## config.mk

```make
export PLATFORM = sky130hd
export DESIGN_NAME = life_generation_row_stencil_unit
export DESIGN_NICKNAME = d
export VERILOG_FILES = /design/src/lgrs_pkg.sv /design/src/lgrs_cell.sv /design/src/lgrs_out_fifo.sv /design/src/life_generation_row_stencil_unit.sv
export VERILOG_INCLUDE_DIRS = /design/src /design/src/src
export SDC_FILE = /design/constraint.sdc
export NUM_CORES = 2
export LEC_CHECK = 0
export ABC_AREA = 1
export BUFFER_PORTS_ARGS = -buffer_cell sky130_fd_sc_hd__buf_2
export CORE_MARGIN = 4
export CORE_UTILIZATION = 65
export CTS_CLUSTER_DIAMETER = 100
export DETAILED_ROUTE_END_ITERATION = 10
export PLACE_DENSITY = 0.83
export RECOVER_POWER = 100
export SYNTH_ARGS = -nofsm -noshare
export SYNTH_HDL_FRONTEND = slang
export SYNTH_HIERARCHICAL = 1
export SYNTH_SLANG_ARGS = --single-unit
export TNS_END_PERCENT = 20
```

## constraint.sdc

```tcl
create_clock -name clk -period 10.2 [get_ports clk]
set_input_delay 2.04 -clock clk [delete_from_list [all_inputs] [get_ports clk]]
set_output_delay 2.04 -clock clk [all_outputs]
set_load 0.05 [all_outputs]
```

## src/life_generation_row_stencil_unit_defines.svh

```systemverilog
// ----------------------------------------------------------------------------
// life generation row stencil unit: assertion macros
// shared concurrent check forms for the stencil blocks
// ----------------------------------------------------------------------------
`ifndef LIFE_GENERATION_ROW_STENCIL_UNIT_DEFINES_SVH
`define LIFE_GENERATION_ROW_STENCIL_UNIT_DEFINES_SVH

// same-cycle implication, reset masked
`define LGRS_ASSERT_SAME(label, clk, rst_n, ante, cons, msg) \
    label: assert property (@(posedge clk) disable iff (!rst_n) (ante) |-> (cons)) \
        else $error(msg);

// next-cycle implication, reset masked
`define LGRS_ASSERT_NEXT(label, clk, rst_n, ante, cons, msg) \
    label: assert property (@(posedge clk) disable iff (!rst_n) (ante) |=> (cons)) \
        else $error(msg);

`endif

```

## src/lgrs_pkg.sv

```systemverilog
// ----------------------------------------------------------------------------
// lgrs_pkg
// types, constants and the life rule shared by the row stencil blocks
// ----------------------------------------------------------------------------
package lgrs_pkg;

    localparam int ROW_W      = 64;
    localparam int WIDTH_W    = 7;
    localparam int OUT_DEPTH  = 4;
    localparam int OUT_PTR_W  = $clog2(OUT_DEPTH);
    localparam int OUT_CNT_W  = $clog2(OUT_DEPTH + 1);
    localparam logic [WIDTH_W-1:0] WIDTH_RESET = WIDTH_W'(64);
    localparam logic [3:0] BIRTH_COUNT   = 4'd3;
    localparam logic [3:0] SURVIVE_COUNT = 4'd2;

    // one column's view as seen by its neighbors
    typedef struct packed {
        logic upper;
        logic middle;
        logic row;
    } nbr_t;

    // row-wide control handed to every cell
    typedef struct packed {
        logic advance;
        logic last;
        logic held;
    } cell_ctrl_t;

    typedef struct packed {
        logic [ROW_W-1:0] next_row;
        logic             frame_end;
    } result_t;

    // b3/s23 on eight neighbor bits
    function automatic logic life_next(input logic alive, input logic [7:0] nbrs);
        logic [3:0] n;
        n = 4'd0;
        for (int i = 0; i < 8; i++) begin
            n = n + 4'(nbrs[i]);
        end
        return (n == BIRTH_COUNT) || ((n == SURVIVE_COUNT) && alive);
    endfunction

endpackage

```

## src/lgrs_cell.sv

```systemverilog
// ----------------------------------------------------------------------------
// lgrs_cell
// one grid column: holds upper and middle bits, evaluates both results
// ----------------------------------------------------------------------------
module lgrs_cell
    import lgrs_pkg::*;
(
    input  logic       clk,
    input  logic       rst_n,
    input  cell_ctrl_t ctrl,
    input  logic       live,
    input  logic       row_bit,
    input  nbr_t       left,
    input  nbr_t       right,
    output nbr_t       own,
    output logic       mid_bit,
    output logic       last_bit
);

    logic upper_reg;
    logic upper_next;
    logic middle_reg;
    logic middle_next;
    logic [7:0] mid_nbrs;
    logic [7:0] last_nbrs;

    assign own.upper  = upper_reg & live;
    assign own.middle = middle_reg & live;
    assign own.row    = row_bit & live;

    assign mid_nbrs = {left.upper, own.upper, right.upper,
                       left.middle, right.middle,
                       left.row, own.row, right.row};

    // bottom row flush: below is dead, above only if a row is held
    assign last_nbrs = {left.middle & ctrl.held, own.middle & ctrl.held,
                        right.middle & ctrl.held, left.row, right.row, 3'b000};

    assign mid_bit  = life_next(own.middle, mid_nbrs) & live;
    assign last_bit = life_next(own.row, last_nbrs) & live;

    always_comb
    begin
        upper_next  = upper_reg;
        middle_next = middle_reg;
        if (ctrl.advance)
        begin
            upper_next  = (ctrl.last || !ctrl.held) ? 1'b0 : middle_reg;
            middle_next = ctrl.last ? 1'b0 : own.row;
        end
    end

    always_ff @(posedge clk or negedge rst_n)
    begin
        if (!rst_n)
        begin
            upper_reg  <= 1'b0;
            middle_reg <= 1'b0;
        end
        else
        begin
            upper_reg  <= upper_next;
            middle_reg <= middle_next;
        end
    end

endmodule

```

## src/lgrs_out_fifo.sv

```systemverilog
// ----------------------------------------------------------------------------
// lgrs_out_fifo
// result queue taking up to two words per cycle, draining one while out_ready is high
// ----------------------------------------------------------------------------
`include "life_generation_row_stencil_unit_defines.svh"

module lgrs_out_fifo
    import lgrs_pkg::*;
(
    input  logic    clk,
    input  logic    rst_n,
    input  logic    push_a,
    input  result_t data_a,
    input  logic    push_b,
    input  result_t data_b,
    output logic    room_two,
    output logic    out_valid,
    input  logic    out_ready,
    output result_t out_data
);

    result_t                mem [OUT_DEPTH];
    logic [OUT_PTR_W-1:0]   wr_ptr_reg;
    logic [OUT_PTR_W-1:0]   wr_ptr_next;
    logic [OUT_PTR_W-1:0]   rd_ptr_reg;
    logic [OUT_PTR_W-1:0]   rd_ptr_next;
    logic [OUT_CNT_W-1:0]   count_reg;
    logic [OUT_CNT_W-1:0]   count_next;
    logic [OUT_PTR_W-1:0]   wr_idx_b;
    logic [1:0]             push_cnt;
    logic                   pop;

    assign pop      = out_valid && out_ready;
    assign push_cnt = {1'b0, push_a} + {1'b0, push_b};
    assign wr_idx_b = push_a ? wr_ptr_reg + OUT_PTR_W'(1) : wr_ptr_reg;

    assign out_valid = (count_reg != '0);
    assign out_data  = mem[rd_ptr_reg];
    assign room_two  = (count_reg <= OUT_CNT_W'(OUT_DEPTH - 2));

    always_comb
    begin
        wr_ptr_next = wr_ptr_reg + OUT_PTR_W'(push_cnt);
        rd_ptr_next = pop ? rd_ptr_reg + OUT_PTR_W'(1) : rd_ptr_reg;
        count_next  = count_reg + OUT_CNT_W'(push_cnt) - OUT_CNT_W'(pop);
    end

    always_ff @(posedge clk)
    begin
        if (push_a)
        begin
            mem[wr_ptr_reg] <= data_a;
        end
        if (push_b)
        begin
            mem[wr_idx_b] <= data_b;
        end
    end

    always_ff @(posedge clk or negedge rst_n)
    begin
        if (!rst_n)
        begin
            wr_ptr_reg <= '0;
            rd_ptr_reg <= '0;
            count_reg  <= '0;
        end
        else
        begin
            wr_ptr_reg <= wr_ptr_next;
            rd_ptr_reg <= rd_ptr_next;
            count_reg  <= count_next;
        end
    end

    `LGRS_ASSERT_SAME(a_count_bound, clk, rst_n, 1'b1, count_reg <= OUT_CNT_W'(OUT_DEPTH), "result queue count out of range")
    `LGRS_ASSERT_SAME(a_no_overflow, clk, rst_n, push_cnt != 2'd0, (OUT_CNT_W+1)'(count_reg) + (OUT_CNT_W+1)'(push_cnt) <= (OUT_CNT_W+1)'(OUT_DEPTH), "result queue overflow")
    `LGRS_ASSERT_NEXT(a_pop_only, clk, rst_n, pop && (push_cnt == 2'd0), count_reg == $past(count_reg) - OUT_CNT_W'(1), "queue count did not drop on pop")

endmodule

```

## src/life_generation_row_stencil_unit.sv

```systemverilog
// ----------------------------------------------------------------------------
// life_generation_row_stencil_unit
// one life generation (b3/s23) over a grid streamed in row by row
// ----------------------------------------------------------------------------
// input words carry one row (row_cells, bit c = column c) with first_row and
// last_row marks. each accepted row but the first of a frame yields the next
// generation of the row before it; the bottom row also yields its own, tagged
// frame_end. the row_width channel sets the live column count; the user must
// write it only while the block is idle, which the block does not enforce.
// columns at or beyond it are dead and come out as zero. a row is taken every
// cycle while in_ready is high: one cell per column holds the two earlier rows
// and all columns evaluate together, so a result word enters the output queue
// at the edge that accepts its row. the queue holds four words and drains one
// per cycle while out_ready is high; in_ready drops while it holds more than
// two, which never happens while the receiver keeps out_ready high, so rows
// then flow one per cycle; a stalled receiver backs up into in_ready.
// reset (rst_n low) clears the held rows, empties the queue and sets
// row_width to 64.
// ----------------------------------------------------------------------------
`include "life_generation_row_stencil_unit_defines.svh"

module life_generation_row_stencil_unit
    import lgrs_pkg::*;
#(
    parameter int ROW_CELLS = 64
)
(
    input  logic               clk,
    input  logic               rst_n,
    input  logic               cfg_valid,
    output logic               cfg_ready,
    input  logic [WIDTH_W-1:0] row_width,
    input  logic               in_valid,
    output logic               in_ready,
    input  logic [ROW_W-1:0]   row_cells,
    input  logic               first_row,
    input  logic               last_row,
    output logic               out_valid,
    input  logic               out_ready,
    output logic [ROW_W-1:0]   next_row,
    output logic               frame_end
);

    logic [WIDTH_W-1:0]   row_width_reg;
    logic [WIDTH_W-1:0]   row_width_next;
    logic                 held_reg;
    logic                 held_next;
    logic                 accept;
    logic                 room_two;
    cell_ctrl_t           ctrl;
    logic [ROW_CELLS-1:0] live;
    logic [ROW_CELLS-1:0] mid_vec;
    logic [ROW_CELLS-1:0] last_vec;
    nbr_t                 own [ROW_CELLS];
    result_t              res_mid;
    result_t              res_last;
    result_t              out_word;

    assign cfg_ready = 1'b1;
    assign in_ready  = room_two;
    assign accept    = in_valid && in_ready;

    // a first-row mark drops whatever the open frame held
    assign ctrl.advance = accept;
    assign ctrl.last    = last_row;
    assign ctrl.held    = held_reg && !first_row;

    always_comb
    begin
        for (int c = 0; c < ROW_CELLS; c++)
        begin
            live[c] = (WIDTH_W'(c) < row_width_reg);
        end
    end

    for (genvar c = 0; c < ROW_CELLS; c++)
    begin : g_cell
        nbr_t left_n;
        nbr_t right_n;
        if (c == 0)
        begin : g_left_edge
            assign left_n = '0;
        end
        else
        begin : g_left
            assign left_n = own[c-1];
        end
        if (c == ROW_CELLS - 1)
        begin : g_right_edge
            assign right_n = '0;
        end
        else
        begin : g_right
            assign right_n = own[c+1];
        end

        lgrs_cell u_cell (
            .clk      (clk),
            .rst_n    (rst_n),
            .ctrl     (ctrl),
            .live     (live[c]),
            .row_bit  (row_cells[c]),
            .left     (left_n),
            .right    (right_n),
            .own      (own[c]),
            .mid_bit  (mid_vec[c]),
            .last_bit (last_vec[c])
        );
    end

    assign res_mid.next_row   = ROW_W'(mid_vec);
    assign res_mid.frame_end  = 1'b0;
    assign res_last.next_row  = ROW_W'(last_vec);
    assign res_last.frame_end = 1'b1;

    lgrs_out_fifo u_out_fifo (
        .clk       (clk),
        .rst_n     (rst_n),
        .push_a    (accept && ctrl.held),
        .data_a    (res_mid),
        .push_b    (accept && last_row),
        .data_b    (res_last),
        .room_two  (room_two),
        .out_valid (out_valid),
        .out_ready (out_ready),
        .out_data  (out_word)
    );

    assign next_row  = out_word.next_row;
    assign frame_end = out_word.frame_end;

    always_comb
    begin
        row_width_next = row_width_reg;
        held_next      = held_reg;
        if (cfg_valid && cfg_ready)
        begin
            row_width_next = row_width;
        end
        if (accept)
        begin
            held_next = !last_row;
        end
    end

    always_ff @(posedge clk or negedge rst_n)
    begin
        if (!rst_n)
        begin
            row_width_reg <= WIDTH_RESET;
            held_reg      <= 1'b0;
        end
        else
        begin
            row_width_reg <= row_width_next;
            held_reg      <= held_next;
        end
    end

    `LGRS_ASSERT_NEXT(a_last_clears, clk, rst_n, accept && last_row, !held_reg, "bottom row left a row held")
    `LGRS_ASSERT_NEXT(a_row_held, clk, rst_n, accept && !last_row, held_reg, "accepted row not held")
    `LGRS_ASSERT_SAME(a_dead_cols, clk, rst_n, out_valid, (next_row & ~ROW_W'(live)) == '0, "live bit beyond row width")

endmodule
```

### Word level (Yosys, flattened, before mapping)

Memories as Yosys holds them, arrays and structs flattened.
Cells that the tools add are included.
Widths: inputs -> output; s select.

| word-level totals | value |
|---|---|
| memories | 1 |
| bits in registers | 143 |
| word-level logic and storage cells | 1937 |
| output and inout port bits | 68 |
| bits of input ports | 78 |
| bits in writable memories | 260 |

Memory list:

| memory | depth | width | read ports | clocked after memory_dff | wr ports | line | source |
|---|---|---|---|---|---|---|---|
| u_out_fifo.mem | 4 | 65 | 1 | 0 | 2 | lgrs_out_fifo.sv:22 | `result_t mem [OUT_DEPTH];` |

| cells by class | value |
|---|---|
| add/sub/neg operators | 699 |
| bitwise operators | 384 |
| equal/unequal tests | 256 |
| order comparisons | 65 |
| reductions and logical operators | 266 |
| mux-type cells | 133 |

Operators by type and width:

| cell | count |
|---|---|
| $add 4x1->4 | 565 |
| $eq 4x2->1 const B | 256 |
| $and 1x1->1 | 384 |
| $add 1x1->2 | 128 |
| $lt 6x7->1 const A | 32 |
| $logic_and 1x1->1 | 133 |
| $mux 1 | 132 |
| $logic_or 1x1->1 | 129 |
| $lt 5x7->1 const A | 16 |
| $lt 4x7->1 const A | 8 |
| $lt 3x7->1 const A | 4 |
| $lt 1x7->1 const A | 2 |
| $lt 2x7->1 const A | 2 |
| $add 2x1->2 const B | 2 |
| $add 2x1->3 | 1 |
| $add 3x2->3 | 1 |
| $le 3x2->1 const B | 1 |
| $logic_not 1->1 | 3 |
| $reduce_bool 3->1 | 1 |
| $sub 3x1->3 | 1 |
| $add 2x2->2 | 1 |
| $mux 2 | 1 |

### Depth between registers and ports, before layout

| logic depth | value |
|---|---|
| depth after elaboration | 13 |
| depth in mapped cells | 21 |

### Modules after synthesis

Netlist, hierarchy kept.

Modules (own cells, without submodules):

| module | cells each | instances | area each (um^2) |
|---|---|---|---|
| lgrs_out_fifo | 1563 | 1 | 14020.9 |
| lgrs_cell at g_cell[0].u_cell ... | 54 | 35 | 385.4 |
| lgrs_cell at g_cell[26].u_cell ... | 54 | 29 | 392.9 |
| life_generation_row_stencil_unit | 162 | 1 | 919.6 |

### Least setup slack after synthesis

OpenSTA, ideal clock, no wires.

| timing | value |
|---|---|
| path kind | input to register |
| start point | in first_row |
| end point | mem u_out_fifo/mem[2][12] in the netlist's numbering, data pin |
| buffers on the path | 0 |
| stages | 10 |
| data arrival time | 9971 ps |
| library setup time | 132 ps |
| path slack | 97 ps |
| required time | 10068 ps |
| cell sequence | nor2_1 > nand2_1 > nor2_1 > fa_1 > fa_1 > ha_1 > nand2_1 > nor3_1 > nand4_1 > nand2_1 |

RTL lines:

| item | line | source |
|---|---|---|
| start, declared | life_generation_row_stencil_unit.sv:36 | `input logic first_row,` |
| end, declared | lgrs_out_fifo.sv:22 |  |

==> metrics.log <==
INFO  metric seq_power_share = 23.2%
INFO  metric finalSetupViolations = 0
INFO  metric global_route_usage_sum = 32.5%
INFO  metric post_cts_setup_bufs = 0
INFO  metric synth_compound_area_share = 6.06%
INFO  metric internal_power = 5270 uW
INFO  metric unrepaired_setup_endpoints_after_global_routing = false
INFO  metric finalClockSkew = 0.0247 ns
INFO  metric criticalPathCategory = primary input to flip-flop
INFO  metric slew_headroom = -147%
INFO  metric dpl-instance-area = 41000 um^2
INFO  metric htreeDepth = 2
INFO  metric drive_gt1_share = 5.67%
INFO  metric synth_top_family_by_area = adder cells
INFO  metric route.vias.total = 33700
INFO  metric post-dp-hpwl = 73.4 mm
INFO  metric outcome = finished with violations
INFO  metric timing.critical_path.to = u_out_fifo/mem[2][30]
INFO  metric grt_start_max_net_pins = 81
INFO  metric clock_edge_transition_at_the_registers_on_the_reported_setup_and_hold_paths = 0.06 ns
INFO  metric crit_start = in_valid
INFO  metric postCtsHoldBufs = 0
INFO  metric detailedPlace.worstSlack = 3.19 ns
INFO  metric worst-endpoint-required = 10.41 ns
INFO  metric num-nets-final = 6010
INFO  metric synth-xor-area-share = 0.132%
INFO  metric postRouteWirelength = 106 mm
INFO  metric flow.area_growth_from_synthesis = 6.82%
INFO  metric number_of_synthesized_register_bits = 403
INFO  metric cts_buffer_depth = 3
INFO  metric hold_slack = 0.508 ns
INFO  metric synth_simple_gate_area_share = 22.9%
INFO  metric cts_tree = built
INFO  metric asr_flop_ratio_synth = 35.5%
INFO  metric yosysWarningCount = 6
INFO  metric netlist.area_leader.share = 19.6%
INFO  metric design.die.area = 65300 um^2
INFO  metric vdd_ir_drop_max = 0.259 mV
INFO  metric post_synthesis_adder_cell_area_fraction = 27.7%
INFO  metric layout.cells.most_common_list = sky130_fd_sc_hd__nand2_1, sky130_fd_sc_hd__inv_1, sky130_fd_sc_hd__nor2_1
INFO  metric cts_inserted_buffers = 48
INFO  metric drt_wl_cell = 17.3 um
INFO  metric failed_checks = max-capacitance violations, max-slew violations
INFO  metric skew_pair_late_insertion_delay = 0.60 ns
INFO  metric worst_setup_path_start_kind = primary input
INFO  metric antenna_found_initial = 5
INFO  metric floorplan.die.height = 256 um
INFO  metric synth-edff-count = 260
INFO  metric power_per_cell_area = 256 nW/um^2
INFO  metric regToRegSetupSlack = 3.26 ns
INFO  metric viasPerCell = 5.52
INFO  metric power.share.switching = 51.6%
INFO  metric place.port_buffers = 144
INFO  metric dr.pass1.iters = 6
INFO  metric worstHoldPathType = flip-flop to flip-flop
INFO  metric first_global_vias = 34000
INFO  metric crit_path_end_kind = flip-flop
INFO  metric timing.final.max_slew_violations = 570
INFO  metric overflow = 0
INFO  metric synth_seq_area_share = 28.6%
INFO  metric clock_tree.root_cell = sky130_fd_sc_hd__clkbuf_16
INFO  metric crit_fanout = 66
INFO  metric p_switching = 5620 uW
INFO  metric largest_register_ffs = 260
INFO  metric power.static_leakage = 0.0230 uW
INFO  metric fin_crit = 7.83 ns
INFO  metric count_of_mapped_cells_out_of_synthesis = 5181
INFO  metric syn-cell-area = 39800 um^2
INFO  metric synth.area.mux_share = 0.0283%
INFO  metric drt_iter0_drc = 3542
INFO  metric cp_data_arrival_time = 8.04 ns
INFO  metric reg2regPathDepth = 8
INFO  metric clock_share_of_power = 16.9%
INFO  metric core_outline_area = 60500 um^2
INFO  metric cts.sink_count = 403
INFO  metric synth_cell_types = 34
INFO  metric final_common_cell = sky130_fd_sc_hd__nand2_1
INFO  metric r2r_end = u_out_fifo/mem[2][30]
INFO  metric rr_startpoint = u_out_fifo/count_reg[0]
INFO  metric fin_area = 42500 um^2
INFO  metric synth_flop_cell = sky130_fd_sc_hd__edfxtp_1
INFO  metric synth.top_cells.by_area = sky130_fd_sc_hd__edfxtp_1, sky130_fd_sc_hd__fa_1, sky130_fd_sc_hd__nand2_1
INFO  metric postSynthAreaPerCell = 7.69 um^2
INFO  metric initial_utilization = 65.9%
INFO  metric post-route-worst-setup-slack = 2.37 ns
INFO  metric share_comb_of_total_power = 60.0%
INFO  metric grt_pass1_wl = 173 mm
INFO  metric post-route-period-util = 76.7%
INFO  metric drc_errors = 0
INFO  metric timing.final.hold_violations = 0
INFO  metric die_width = 256 um
INFO  metric worst_slew_pin_slew = 3.71 ns
INFO  metric gp_congestion = 0.870
INFO  metric num_rows = 90
INFO  metric num_io_pins = 146
INFO  metric fmax = 128 MHz
INFO  metric antenna_violating_nets_post_route = 0
INFO  metric top_cell_type_by_total_area_after_synthesis = sky130_fd_sc_hd__edfxtp_1
INFO  metric timing.max_cap.violations = 11
INFO  metric postCtsResizedCells = 0
INFO  metric setup_tns = 0 ns
-- metrics by stage --
stage / power [uW] / instances / utilization, %
floorplan: 7360 / 5198 / -
global placement: 8700 / 6013 / 67.8
detailed placement: 8970 / 6013 / 67.8
CTS: 10800 / 6103 / 70.6
global route: 11800 / 6105 / 70.3
finish: 10900 / 6107 / 70.3
-- power groups by stage --
stage	logic [uW]	registers (uW)	clock network, uW
3_5_place_dp	6430	2540	0
2_1_floorplan	4910	2460	0
3_3_place_gp	6160	2530	0
5_1_grt	7350	2560	1910
4_1_cts	6480	2510	1850
6_report	6530	2520	1840
-- critical path, cell delays in order --
cell,delay (ns)
sky130_fd_sc_hd__buf_2,0.08
sky130_fd_sc_hd__nand2_1,0.12
sky130_fd_sc_hd__nor3_1,0.55
sky130_fd_sc_hd__clkbuf_1,0.36
sky130_fd_sc_hd__nand2_2,0.09
sky130_fd_sc_hd__nand2_1,1.89
sky130_fd_sc_hd__nand3_4,1.45
sky130_fd_sc_hd__nand2_4,1.35
-- cell type report --
| cell class | count | area [um^2] |
|---|---|---|
| multi-input cells | 3340 | 22700 |
| fillers | 4665 | 17900 |
| flip-flops and latches | 403 | 11400 |
| inverters | 1319 | 4960 |
| clock buffers | 59 | 1280 |
| well taps | 782 | 978 |
| repair buffers | 170 | 811 |
| clock inverters | 31 | 373 |
| diodes | 3 | 7.51 |
-- cells in the mapped netlist, types with 2 or more instances --
cell                       instances
sky130_fd_sc_hd__dfrtp_1         142
sky130_fd_sc_hd__nand3_2           5
sky130_fd_sc_hd__buf_4            18
sky130_fd_sc_hd__o22ai_1         193
sky130_fd_sc_hd__nor2_2            7
sky130_fd_sc_hd__clkbuf_1         44
sky130_fd_sc_hd__o21ai_0         165
sky130_fd_sc_hd__nor2_4            2
sky130_fd_sc_hd__nor3_1           36
sky130_fd_sc_hd__xnor2_1           3
sky130_fd_sc_hd__conb_1            2
sky130_fd_sc_hd__inv_2            37
sky130_fd_sc_hd__nand2_4           4
sky130_fd_sc_hd__nand2_1        1443
sky130_fd_sc_hd__xor2_1            3
sky130_fd_sc_hd__buf_1             6
sky130_fd_sc_hd__nor2_1          531
sky130_fd_sc_hd__buf_2            36
sky130_fd_sc_hd__buf_6            31
sky130_fd_sc_hd__a21oi_1          73
sky130_fd_sc_hd__fa_1            385
sky130_fd_sc_hd__nor3_2           29
sky130_fd_sc_hd__nand2_2          34
sky130_fd_sc_hd__inv_1          1281
sky130_fd_sc_hd__nand4_1         130
sky130_fd_sc_hd__nand3_1          10
sky130_fd_sc_hd__edfxtp_1        260
sky130_fd_sc_hd__ha_1            265
-- per-layer routing --
metal / GRT usage [%] / up-vias / part of all wire, %
met2: 53.5 / 1744 / 47
met3: 5.95 / 282 / 11
met5: 0 / - / 0.0066
met4: 13.5 / 2 / 4.4
met1: 42.9 / 15800 / 38
li1: - / 15900 / -
-- kinds of logic after synthesis --
logic type	Yosys count
AND/OR/NAND/NOR	2231
buffers and inverters	1455
adder cells (fa/ha/maj)	650
AO/OA/AOI/OAI	433
flip-flops	403
XOR/XNOR	6
other	2
multiplexers	1
-- worst min path at each step --
stage                                        from                 endpoint  cells after the start  slack (ns)
final                     u_out_fifo/count_reg[2]  u_out_fifo/count_reg[2]                      1        0.51
after global routing      u_out_fifo/count_reg[2]  u_out_fifo/count_reg[2]                      1        0.53
after CTS                 u_out_fifo/count_reg[2]  u_out_fifo/count_reg[2]                      1        0.51
after detailed placement  u_out_fifo/count_reg[2]  u_out_fifo/count_reg[2]                      1        0.50
after global placement    u_out_fifo/count_reg[2]  u_out_fifo/count_reg[2]                      1        0.49
after floorplan           u_out_fifo/count_reg[2]  u_out_fifo/count_reg[2]                      1        0.46
Power figures use the tool's default switching activity.
